===== src/hdl/rrqs_pkg.sv =====
// shared types and codes for the round-robin quantum scheduler
`timescale 1ns / 1ps
`default_nettype none
package rrqs_pkg;

	localparam int ID_W     = 6;
	localparam int TIME_W   = 32;
	localparam int REQ_W    = 3;
	localparam int STATUS_W = 2;
	localparam int CFG_IDX_W = 1;

	typedef logic [REQ_W-1:0]    req_t;
	typedef logic [STATUS_W-1:0] status_t;
	typedef logic [ID_W-1:0]     tid_t;
	typedef logic [TIME_W-1:0]   ticks_t;

	localparam req_t REQ_ENQUEUE = 3'd0;
	localparam req_t REQ_DEQUEUE = 3'd1;
	localparam req_t REQ_RUN     = 3'd2;
	localparam req_t REQ_CLEAR   = 3'd3;
	localparam req_t REQ_COPY    = 3'd4;

	localparam status_t ST_OK    = 2'd0;
	localparam status_t ST_EMPTY = 2'd1;
	localparam status_t ST_FULL  = 2'd2;

	localparam logic [CFG_IDX_W-1:0] CFG_QUANTUM = 1'b0;
	localparam logic [CFG_IDX_W-1:0] CFG_SEND    = 1'b1;

	typedef struct packed {
		status_t status;
		tid_t    next;
	} q_result_t;

endpackage
`default_nettype wire


===== src/hdl/round_robin_quantum_scheduler.sv =====
// top level: round-robin scheduler with time quantum and ready deque
// result_valid follows start via valid_s1; one item per cycle while not busy
// the used-slice table read is registered, writes are forwarded to the next item
// reset: busy is high while the used-slice table is zeroed
// config writes are taken every cycle; results cannot be stalled
`timescale 1ns / 1ps
`default_nettype none
module round_robin_quantum_scheduler
	import rrqs_pkg::*;
#(
	parameter int QUEUE_DEPTH = 16,
	parameter int MAX_THREADS = 64
) (
	input  wire logic                 clk,
	input  wire logic                 arst_n,
	input  wire logic                 start,
	output logic                      busy,
	input  wire logic [REQ_W-1:0]     req_type,
	input  wire logic [ID_W-1:0]      thread_id,
	input  wire logic [ID_W-1:0]      source_thread_id,
	input  wire logic                 lost_cpu,
	input  wire logic [TIME_W-1:0]    remaining_time,
	input  wire logic                 cfg_valid,
	output logic                      cfg_ready,
	input  wire logic [CFG_IDX_W-1:0] cfg_index,
	input  wire logic [TIME_W-1:0]    cfg_data,
	output logic                      result_valid,
	output logic [STATUS_W-1:0]       status,
	output logic [ID_W-1:0]           next_thread,
	output logic [TIME_W-1:0]         slice_time,
	output logic [TIME_W-1:0]         time_left,
	output logic                      action_done
);

	localparam int TW = $clog2(MAX_THREADS);

	function automatic logic [TW-1:0] tid_index(input tid_t id);
		logic [ID_W:0] v;
		int            m;
		v = {1'b0, id};
		for (int k = ID_W - 1; k >= 0; k--) begin
			m = MAX_THREADS << k;
			if (m < (1 << ID_W) && int'(v) >= m) begin
				v = v - (ID_W + 1)'(m);
			end
		end
		return TW'(v);
	endfunction

	ticks_t        quantum_q;
	logic          send_q;
	logic          accept;
	logic          clearing;
	logic [TW-1:0] rd_addr;

	logic          valid_s1;
	req_t          req_s1;
	logic [TW-1:0] tid_s1;
	logic          lost_s1;
	ticks_t        rem_s1;

	q_result_t     qres_s1;
	ticks_t        used_s1;
	ticks_t        slice;
	ticks_t        left;
	logic          done;
	ticks_t        new_used;
	logic          is_run;
	logic          wr_en;
	ticks_t        wr_data;

	assign busy      = clearing;
	assign accept    = start && !busy;
	assign cfg_ready = 1'b1;
	assign rd_addr   = (req_type == REQ_COPY) ? tid_index(source_thread_id)
		: tid_index(thread_id);

	always_ff @(posedge clk or negedge arst_n) begin
		if (!arst_n) begin
			quantum_q <= '0;
			send_q    <= 1'b0;
		end else if (cfg_valid && cfg_ready) begin
			case (cfg_index)
				CFG_QUANTUM: quantum_q <= cfg_data;
				CFG_SEND:    send_q    <= cfg_data[0];
				default:     ;
			endcase
		end
	end

	always_ff @(posedge clk or negedge arst_n) begin
		if (!arst_n) begin
			valid_s1 <= 1'b0;
			req_s1   <= REQ_ENQUEUE;
		end else begin
			valid_s1 <= accept;
			if (accept) begin
				req_s1 <= req_type;
			end
		end
	end

	always_ff @(posedge clk) begin
		if (accept) begin
			tid_s1  <= tid_index(thread_id);
			lost_s1 <= lost_cpu;
			rem_s1  <= remaining_time;
		end
	end

	rrqs_queue #(
		.QUEUE_DEPTH(QUEUE_DEPTH)
	) u_queue (
		.clk           (clk),
		.arst_n        (arst_n),
		.accept        (accept),
		.req           (req_type),
		.thread_id     (thread_id),
		.lost_cpu      (lost_cpu),
		.send_loses_cpu(send_q),
		.res_s1        (qres_s1)
	);

	rrqs_slice_calc u_calc (
		.used     (used_s1),
		.quantum  (quantum_q),
		.remaining(rem_s1),
		.lost_cpu (lost_s1),
		.slice    (slice),
		.left     (left),
		.done     (done),
		.new_used (new_used)
	);

	assign is_run = (req_s1 == REQ_RUN);

	always_comb begin
		wr_en   = 1'b0;
		wr_data = '0;
		case (req_s1)
			REQ_RUN: begin
				wr_en   = valid_s1;
				wr_data = new_used;
			end
			REQ_CLEAR: begin
				wr_en   = valid_s1;
				wr_data = '0;
			end
			REQ_COPY: begin
				wr_en   = valid_s1;
				wr_data = used_s1;
			end
			default: begin
				wr_en   = 1'b0;
				wr_data = '0;
			end
		endcase
	end

	rrqs_used_table #(
		.MAX_THREADS(MAX_THREADS)
	) u_used (
		.clk     (clk),
		.arst_n  (arst_n),
		.accept  (accept),
		.rd_addr (rd_addr),
		.wr_en   (wr_en),
		.wr_addr (tid_s1),
		.wr_data (wr_data),
		.used_s1 (used_s1),
		.clearing(clearing)
	);

	always_ff @(posedge clk or negedge arst_n) begin
		if (!arst_n) begin
			result_valid <= 1'b0;
		end else begin
			result_valid <= valid_s1;
		end
	end

	always_ff @(posedge clk) begin
		if (valid_s1) begin
			status      <= qres_s1.status;
			next_thread <= qres_s1.next;
			slice_time  <= is_run ? slice : '0;
			time_left   <= is_run ? left : '0;
			action_done <= is_run && done;
		end
	end

endmodule
`default_nettype wire


===== src/hdl/rrqs_ram.sv =====
// generic single-write, single-read ram with registered read data
`timescale 1ns / 1ps
`default_nettype none
module rrqs_ram #(
	parameter int WIDTH = 32,
	parameter int DEPTH = 64
) (
	input  wire logic                     clk,
	input  wire logic                     we,
	input  wire logic [$clog2(DEPTH)-1:0] waddr,
	input  wire logic [WIDTH-1:0]         wdata,
	input  wire logic [$clog2(DEPTH)-1:0] raddr,
	output logic      [WIDTH-1:0]         rdata
);

	logic [WIDTH-1:0] mem [DEPTH];

	always_ff @(posedge clk) begin
		if (we) begin
			mem[waddr] <= wdata;
		end
		rdata <= mem[raddr];
	end

endmodule
`default_nettype wire


===== src/hdl/rrqs_queue.sv =====
// ready deque: head pointer, fill count, id storage and enqueue/dequeue status
`timescale 1ns / 1ps
`default_nettype none
module rrqs_queue
	import rrqs_pkg::*;
#(
	parameter int QUEUE_DEPTH = 16
) (
	input  wire logic      clk,
	input  wire logic      arst_n,
	input  wire logic      accept,
	input  wire req_t      req,
	input  wire tid_t      thread_id,
	input  wire logic      lost_cpu,
	input  wire logic      send_loses_cpu,
	output q_result_t      res_s1
);

	localparam int QW = $clog2(QUEUE_DEPTH);
	localparam int CW = $clog2(QUEUE_DEPTH + 1);
	localparam int SW = QW + 2;

	logic [QW-1:0] head_q;
	logic [CW-1:0] count_q;
	logic          full;
	logic          empty;
	logic          enq;
	logic          deq;
	logic          to_tail;
	logic [QW-1:0] head_inc;
	logic [QW-1:0] head_dec;
	logic [SW-1:0] tail_sum;
	logic [QW-1:0] tail;
	logic          we;
	logic [QW-1:0] waddr;
	tid_t          rdata;
	status_t       status_s1;
	logic          deq_ok_s1;

	assign full    = (count_q == CW'(QUEUE_DEPTH));
	assign empty   = (count_q == '0);
	assign enq     = accept && (req == REQ_ENQUEUE) && !full;
	assign deq     = accept && (req == REQ_DEQUEUE) && !empty;
	assign to_tail = lost_cpu || send_loses_cpu;

	assign head_inc = (head_q == QW'(QUEUE_DEPTH - 1)) ? '0 : head_q + QW'(1);
	assign head_dec = (head_q == '0) ? QW'(QUEUE_DEPTH - 1) : head_q - QW'(1);
	assign tail_sum = SW'(head_q) + SW'(count_q);
	assign tail     = (tail_sum >= SW'(QUEUE_DEPTH)) ? QW'(tail_sum - SW'(QUEUE_DEPTH))
		: QW'(tail_sum);

	assign we    = enq;
	assign waddr = to_tail ? tail : head_dec;

	rrqs_ram #(
		.WIDTH(ID_W),
		.DEPTH(QUEUE_DEPTH)
	) u_ids (
		.clk  (clk),
		.we   (we),
		.waddr(waddr),
		.wdata(thread_id),
		.raddr(head_q),
		.rdata(rdata)
	);

	always_ff @(posedge clk or negedge arst_n) begin
		if (!arst_n) begin
			head_q    <= '0;
			count_q   <= '0;
			status_s1 <= ST_OK;
			deq_ok_s1 <= 1'b0;
		end else begin
			if (enq) begin
				count_q <= count_q + CW'(1);
				if (!to_tail) begin
					head_q <= head_dec;
				end
			end else if (deq) begin
				count_q <= count_q - CW'(1);
				head_q  <= head_inc;
			end
			if (accept) begin
				deq_ok_s1 <= deq;
				if (req == REQ_ENQUEUE && full) begin
					status_s1 <= ST_FULL;
				end else if (req == REQ_DEQUEUE && empty) begin
					status_s1 <= ST_EMPTY;
				end else begin
					status_s1 <= ST_OK;
				end
			end
		end
	end

	assign res_s1.status = status_s1;
	assign res_s1.next   = deq_ok_s1 ? rdata : '0;

endmodule
`default_nettype wire


===== src/hdl/rrqs_used_table.sv =====
// per-thread used-slice table with clearing pass after reset and write bypass
`timescale 1ns / 1ps
`default_nettype none
module rrqs_used_table
	import rrqs_pkg::*;
#(
	parameter int MAX_THREADS = 64
) (
	input  wire logic                           clk,
	input  wire logic                           arst_n,
	input  wire logic                           accept,
	input  wire logic [$clog2(MAX_THREADS)-1:0] rd_addr,
	input  wire logic                           wr_en,
	input  wire logic [$clog2(MAX_THREADS)-1:0] wr_addr,
	input  wire ticks_t                         wr_data,
	output ticks_t                              used_s1,
	output logic                                clearing
);

	localparam int TW = $clog2(MAX_THREADS);

	logic          clear_q;
	logic [TW-1:0] clr_addr_q;
	logic          byp_q;
	ticks_t        byp_data_q;
	logic          we;
	logic [TW-1:0] waddr;
	ticks_t        wdata;
	ticks_t        rdata;

	assign we    = clear_q || wr_en;
	assign waddr = clear_q ? clr_addr_q : wr_addr;
	assign wdata = clear_q ? '0 : wr_data;

	rrqs_ram #(
		.WIDTH(TIME_W),
		.DEPTH(MAX_THREADS)
	) u_used (
		.clk  (clk),
		.we   (we),
		.waddr(waddr),
		.wdata(wdata),
		.raddr(rd_addr),
		.rdata(rdata)
	);

	always_ff @(posedge clk or negedge arst_n) begin
		if (!arst_n) begin
			clear_q    <= 1'b1;
			clr_addr_q <= '0;
			byp_q      <= 1'b0;
		end else begin
			if (clear_q) begin
				clr_addr_q <= clr_addr_q + TW'(1);
				if (clr_addr_q == TW'(MAX_THREADS - 1)) begin
					clear_q <= 1'b0;
				end
			end
			if (accept) begin
				byp_q <= wr_en && (wr_addr == rd_addr);
			end
		end
	end

	always_ff @(posedge clk) begin
		if (accept) begin
			byp_data_q <= wr_data;
		end
	end

	assign used_s1  = byp_q ? byp_data_q : rdata;
	assign clearing = clear_q;

endmodule
`default_nettype wire


===== src/hdl/rrqs_slice_calc.sv =====
// quantum grant arithmetic for a run request
`timescale 1ns / 1ps
`default_nettype none
module rrqs_slice_calc
	import rrqs_pkg::*;
(
	input  wire ticks_t used,
	input  wire ticks_t quantum,
	input  wire ticks_t remaining,
	input  wire logic   lost_cpu,
	output ticks_t      slice,
	output ticks_t      left,
	output logic        done,
	output ticks_t      new_used
);

	logic   fresh;
	ticks_t avail;
	ticks_t fresh_slice;
	ticks_t cont_slice;

	assign fresh       = lost_cpu || (used == quantum);
	assign avail       = (quantum > used) ? quantum - used : '0;
	assign fresh_slice = (remaining < quantum) ? remaining : quantum;
	assign cont_slice  = (avail < remaining) ? avail : remaining;
	assign slice       = fresh ? fresh_slice : cont_slice;
	assign new_used    = fresh ? fresh_slice : used + cont_slice;
	assign left        = remaining - slice;
	assign done        = (left == '0);

endmodule
`default_nettype wire


===== config.mk =====
export PLATFORM = sky130hd
export DESIGN_NAME = round_robin_quantum_scheduler
export DESIGN_NICKNAME = d
export VERILOG_FILES = /design/src/hdl/rrqs_pkg.sv /design/src/hdl/round_robin_quantum_scheduler.sv /design/src/hdl/rrqs_ram.sv /design/src/hdl/rrqs_queue.sv /design/src/hdl/rrqs_used_table.sv /design/src/hdl/rrqs_slice_calc.sv
export SDC_FILE = /design/constraint.sdc
export NUM_CORES = 2
export LEC_CHECK = 0
export BUFFER_PORTS_ARGS = -buffer_cell sky130_fd_sc_hd__clkbuf_2
export CAP_MARGIN = 20
export CORE_ASPECT_RATIO = 0.9
export CORE_MARGIN = 2
export CORE_UTILIZATION = 55
export CTS_BUF_LIST = sky130_fd_sc_hd__clkbuf_8 sky130_fd_sc_hd__clkbuf_16
export CTS_CLUSTER_SIZE = 28
export DETAILED_ROUTE_END_ITERATION = 12
export PLACE_DENSITY = 0.74
export SLEW_MARGIN = 10
export SYNTH_ARGS = -nofsm -noshare
export SYNTH_HDL_FRONTEND = slang
export SYNTH_SLANG_ARGS = --single-unit

===== constraint.sdc =====
create_clock -name clk -period 11.05 [get_ports clk]
set_input_delay 1.6575 -clock clk [delete_from_list [all_inputs] [get_ports clk]]
set_output_delay 1.6575 -clock clk [all_outputs]
set_load 0.02 [all_outputs]

==> impl_metrics.env <==
export IMPL_hold_path_end="status[1]"
export IMPL_crit_fanout=64
export IMPL_cts_max_level=4
export IMPL_clockBufferDepth=3
export IMPL_r2r_end="u_used.u_used.mem[32][28]"
export IMPL_fin_ws_ns=0.541
export IMPL_avgViaCountPerCell=6.46
export IMPL_ys_types=89
export IMPL_hold_violations=0
export IMPL_cts_clk_slew_worst_paths_ns=0.06
export IMPL_initial_utilization_pct=55.5
export IMPL_tns_ns=0
export IMPL_fp_dieW_um=458
export IMPL_crit_slowest_cell="a221oi_1"
export IMPL_crit_path_start_kind="register"
export IMPL_syn_inst=8184
export IMPL_firstDrtPassIters=8
export IMPL_grt_antenna_before_repair=14
export IMPL_min_path_type="reg2reg"
export IMPL_pre_cts_ws_ns=0.370
export IMPL_overflow=0
export IMPL_core_area_um2=184000
export IMPL_synth_edf_count=2288
export IMPL_ys_flop_type="edfxtp_1"
export IMPL_peakVddDrop_mv=0.193
export IMPL_leakage_nw=40.6
export IMPL_wire_per_inst_um=27.5
export IMPL_nets=8498
export IMPL_clk_latency_ns=0.88
export IMPL_die_h_um=412
export IMPL_io_buffers=159
export IMPL_crit_type="reg2reg"
export IMPL_ant_nets=0
export IMPL_drt_total_wl_um=298000
export IMPL_vias=70100
export IMPL_setup_violations=0
export IMPL_critPathRequiredTime_ns=11.61
export IMPL_cts_root_buf="clkbuf_16"
export IMPL_drc=0
export IMPL_rr_worst_depth=34
export IMPL_slew_violations=0
export IMPL_synth_area_um2=102000
export IMPL_grt_pass1_vias=65700
export IMPL_fin_crit_ns=10.51
export IMPL_nFillCells=13400
export IMPL_fin_worst_skew_ns=0.0556
export IMPL_outcome="completed"
export IMPL_ioPinCount=161
export IMPL_fin_hold_ws_ns=0.468
export IMPL_drive_gt1_share_pct=10.4
export IMPL_synth_warnings=0
export IMPL_period_share_pct=95.1
export IMPL_whs_path_depth=0
export IMPL_cts_tree="done"
export IMPL_r2r_start="u_used.byp_q"
export IMPL_ys_seq_elements=2384
export IMPL_max_cap_viol_count=0
export IMPL_seq_area_frac_synth_pct=69.6
export IMPL_cts_sinks=2384
export IMPL_rsz0062_at_grt="no"
export IMPL_synth_area_per_cell_um2=12.4
export IMPL_synth_top_cell_by_area="edfxtp_1"
export IMPL_numCtsBuffers=222
export IMPL_relSlewSlack_pct=15.9
export IMPL_crit_arrival_ns=11.07
export IMPL_power_density_nw_per_um2=190
export IMPL_yosys_top_cells_area="edfxtp_1 67%, nand2_1 8.3%, a311oi_1 3.3%"
export IMPL_holdBufCountCts=0
export IMPL_place_congestion=0.958
export IMPL_critPathCaptureType="register"
export IMPL_grt_pass1_wl_um=432000
export IMPL_async_flop_share_pct=2.43
export IMPL_worst_pin_slew_ns=1.26
export IMPL_area_growth_pct=11.5
export IMPL_synth_top_area_share_pct=67.5
export IMPL_clock_fmax_mhz=95.2
export IMPL_drtIter0Drc=10100
export IMPL_reg2reg_slack_ns=0.54
export IMPL_rows=149
export IMPL_grt_max_degree=166
export IMPL_slowest_delay_ns=0.58
export IMPL_hpwl_um=168000
export IMPL_syn_num_nets=8440
export IMPL_grtUsageTotal_pct=30.9
export IMPL_dieArea_um2=189000
export IMPL_worstHoldStart="u_queue.status_s1[1]"
[cells in the mapped netlist (15+ instances only)]
master    instances
nand4_1          20
mux4_2           30
dfrtp_1          57
a21oi_1         233
buf_1            54
and2_1           28
a311oi_1        386
o21ai_0         160
o211ai_1         33
dfxtp_1          38
nand2_1        2255
nor2_1          233
nand3_1         547
a31oi_1         146
xnor2_1          57
nor2b_1          27
ha_1            166
o21a_1           25
clkbuf_1        451
a211oi_1        114
nand2b_1         30
buf_2            19
edfxtp_1       2288
mux2_2           27
xor2_1           37
mux2i_1          36
or2_2            15
a21o_1           38
inv_1           136
o22ai_1          42
nor3_1           21
and3_1          271
[timing repair]
action	CTS	global route
gates resized for setup	0	4
setup buffers	0	1
endpoints found under the setup margin	0	625
[metal layers]
layer / global-route usage, % / up-vias / share of wire [%]
li1: - / 30500 / -
met1: 43.2 / 34400 / 38
met2: 47.1 / 4496 / 45
met3: 6.95 / 706 / 12
met4: 13.2 / 2 / 4.6
met5: 0 / - / 0.0044
[critical path, delay by kind of cell (launching register included)]
family	cells	cell delay [ns]
adders and majority gates	4	1.37
xor gates and xnor gates	1	0.17
muxes	1	0.46
and+or+nand+nor	11	2.82
DFF	1	0.40
AOI/OAI and AO/OA	12	3.49
buffers and inverters	5	1.40
[final cells by class]
class / instances / area (µm²) / area share (%)
Tap cell: 2416 / 3020 / 2.66
Inverter: 137 / 515 / 0.454
Multi-Input combinational cell: 5138 / 29400 / 25.9
Timing Repair Buffer: 359 / 2570 / 2.26
Clock buffer: 234 / 5800 / 5.11
Antenna cell: 4 / 10.0 / 0.00882
Sequential cell: 2384 / 70900 / 62.5
Clock inverter: 179 / 1270 / 1.12
[power by group]
part,internal [mW],leakage [nW],switching (mW),total (mW)
clock network,4.12,3.68,3.33,7.45
registers,10.3,22.2,0.134,10.5
logic,1.16,14.7,2.49,3.65
[stage by stage]
| step | instances | area (µm²) | total power, mW | util [%] |
|---|---|---|---|---|
| floorplan | 8184 | 102000 | 13.0 | - |
| global placement | 10400 | 106000 | 14.1 | 57.9 |
| detailed placement | 10400 | 106000 | 14.2 | 57.9 |
| CTS | 10800 | 113000 | 21.5 | 61.8 |
| global route | 10800 | 114000 | 22.2 | 61.8 |
| finish | 10900 | 114000 | 21.6 | 61.8 |
[sequential cells by signal, indices dropped and copies added (netlist names), 2 cells and up]
signal,flops
next_thread,6
quantum_q,32
rem_s1,32
req_s1,3
slice_time,32
status,2
tid_s1,6
time_left,32
u_queue.count_q,5
u_queue.head_q,4
u_queue.status_s1,2
u_queue.u_ids.mem,96
u_queue.u_ids.rdata,6
u_used.byp_data_q,32
u_used.clr_addr_q,6
u_used.u_used.mem,2048
u_used.u_used.rdata,32
[cells by family after synthesis]
family | synth area share (%)
other cells | 0.00368
simple gates | 14.7
fa+ha+maj | 2.14
buf+inv | 2.48
xor+xnor | 0.808
flops | 69.6
compound gates | 8.92
mux | 1.32
[worst max-delay path by stage]
stage          cells past startpoint          from                        end
3_5_place_dp                      34  u_used.byp_q  u_used.u_used.mem[36][22]
3_3_place_gp                      37  u_used.byp_q  u_used.u_used.mem[36][22]
5_1_grt                           35  u_used.byp_q   u_used.u_used.mem[6][28]
6_report                          34  u_used.byp_q  u_used.u_used.mem[32][28]
2_1_floorplan                     38  u_used.byp_q   u_used.u_used.mem[0][28]
4_1_cts                           34  u_used.byp_q  u_used.u_used.mem[39][22]
[cells in the final DEF (no fill, tap or decap), types with 57 or more instances in the layout]
cell	instances
clkbuf_16	229
ha_1	166
buf_4	176
clkbuf_2	158
and3_1	271
a211oi_1	112
nor2_1	168
edfxtp_1	2288
nor2_4	64
xnor2_1	57
a311oi_1	386
o21ai_0	153
nand2_1	2255
a21oi_1	231
a31oi_1	145
nand3_1	547
inv_1	193
Power figures use the tool's default switching activity.
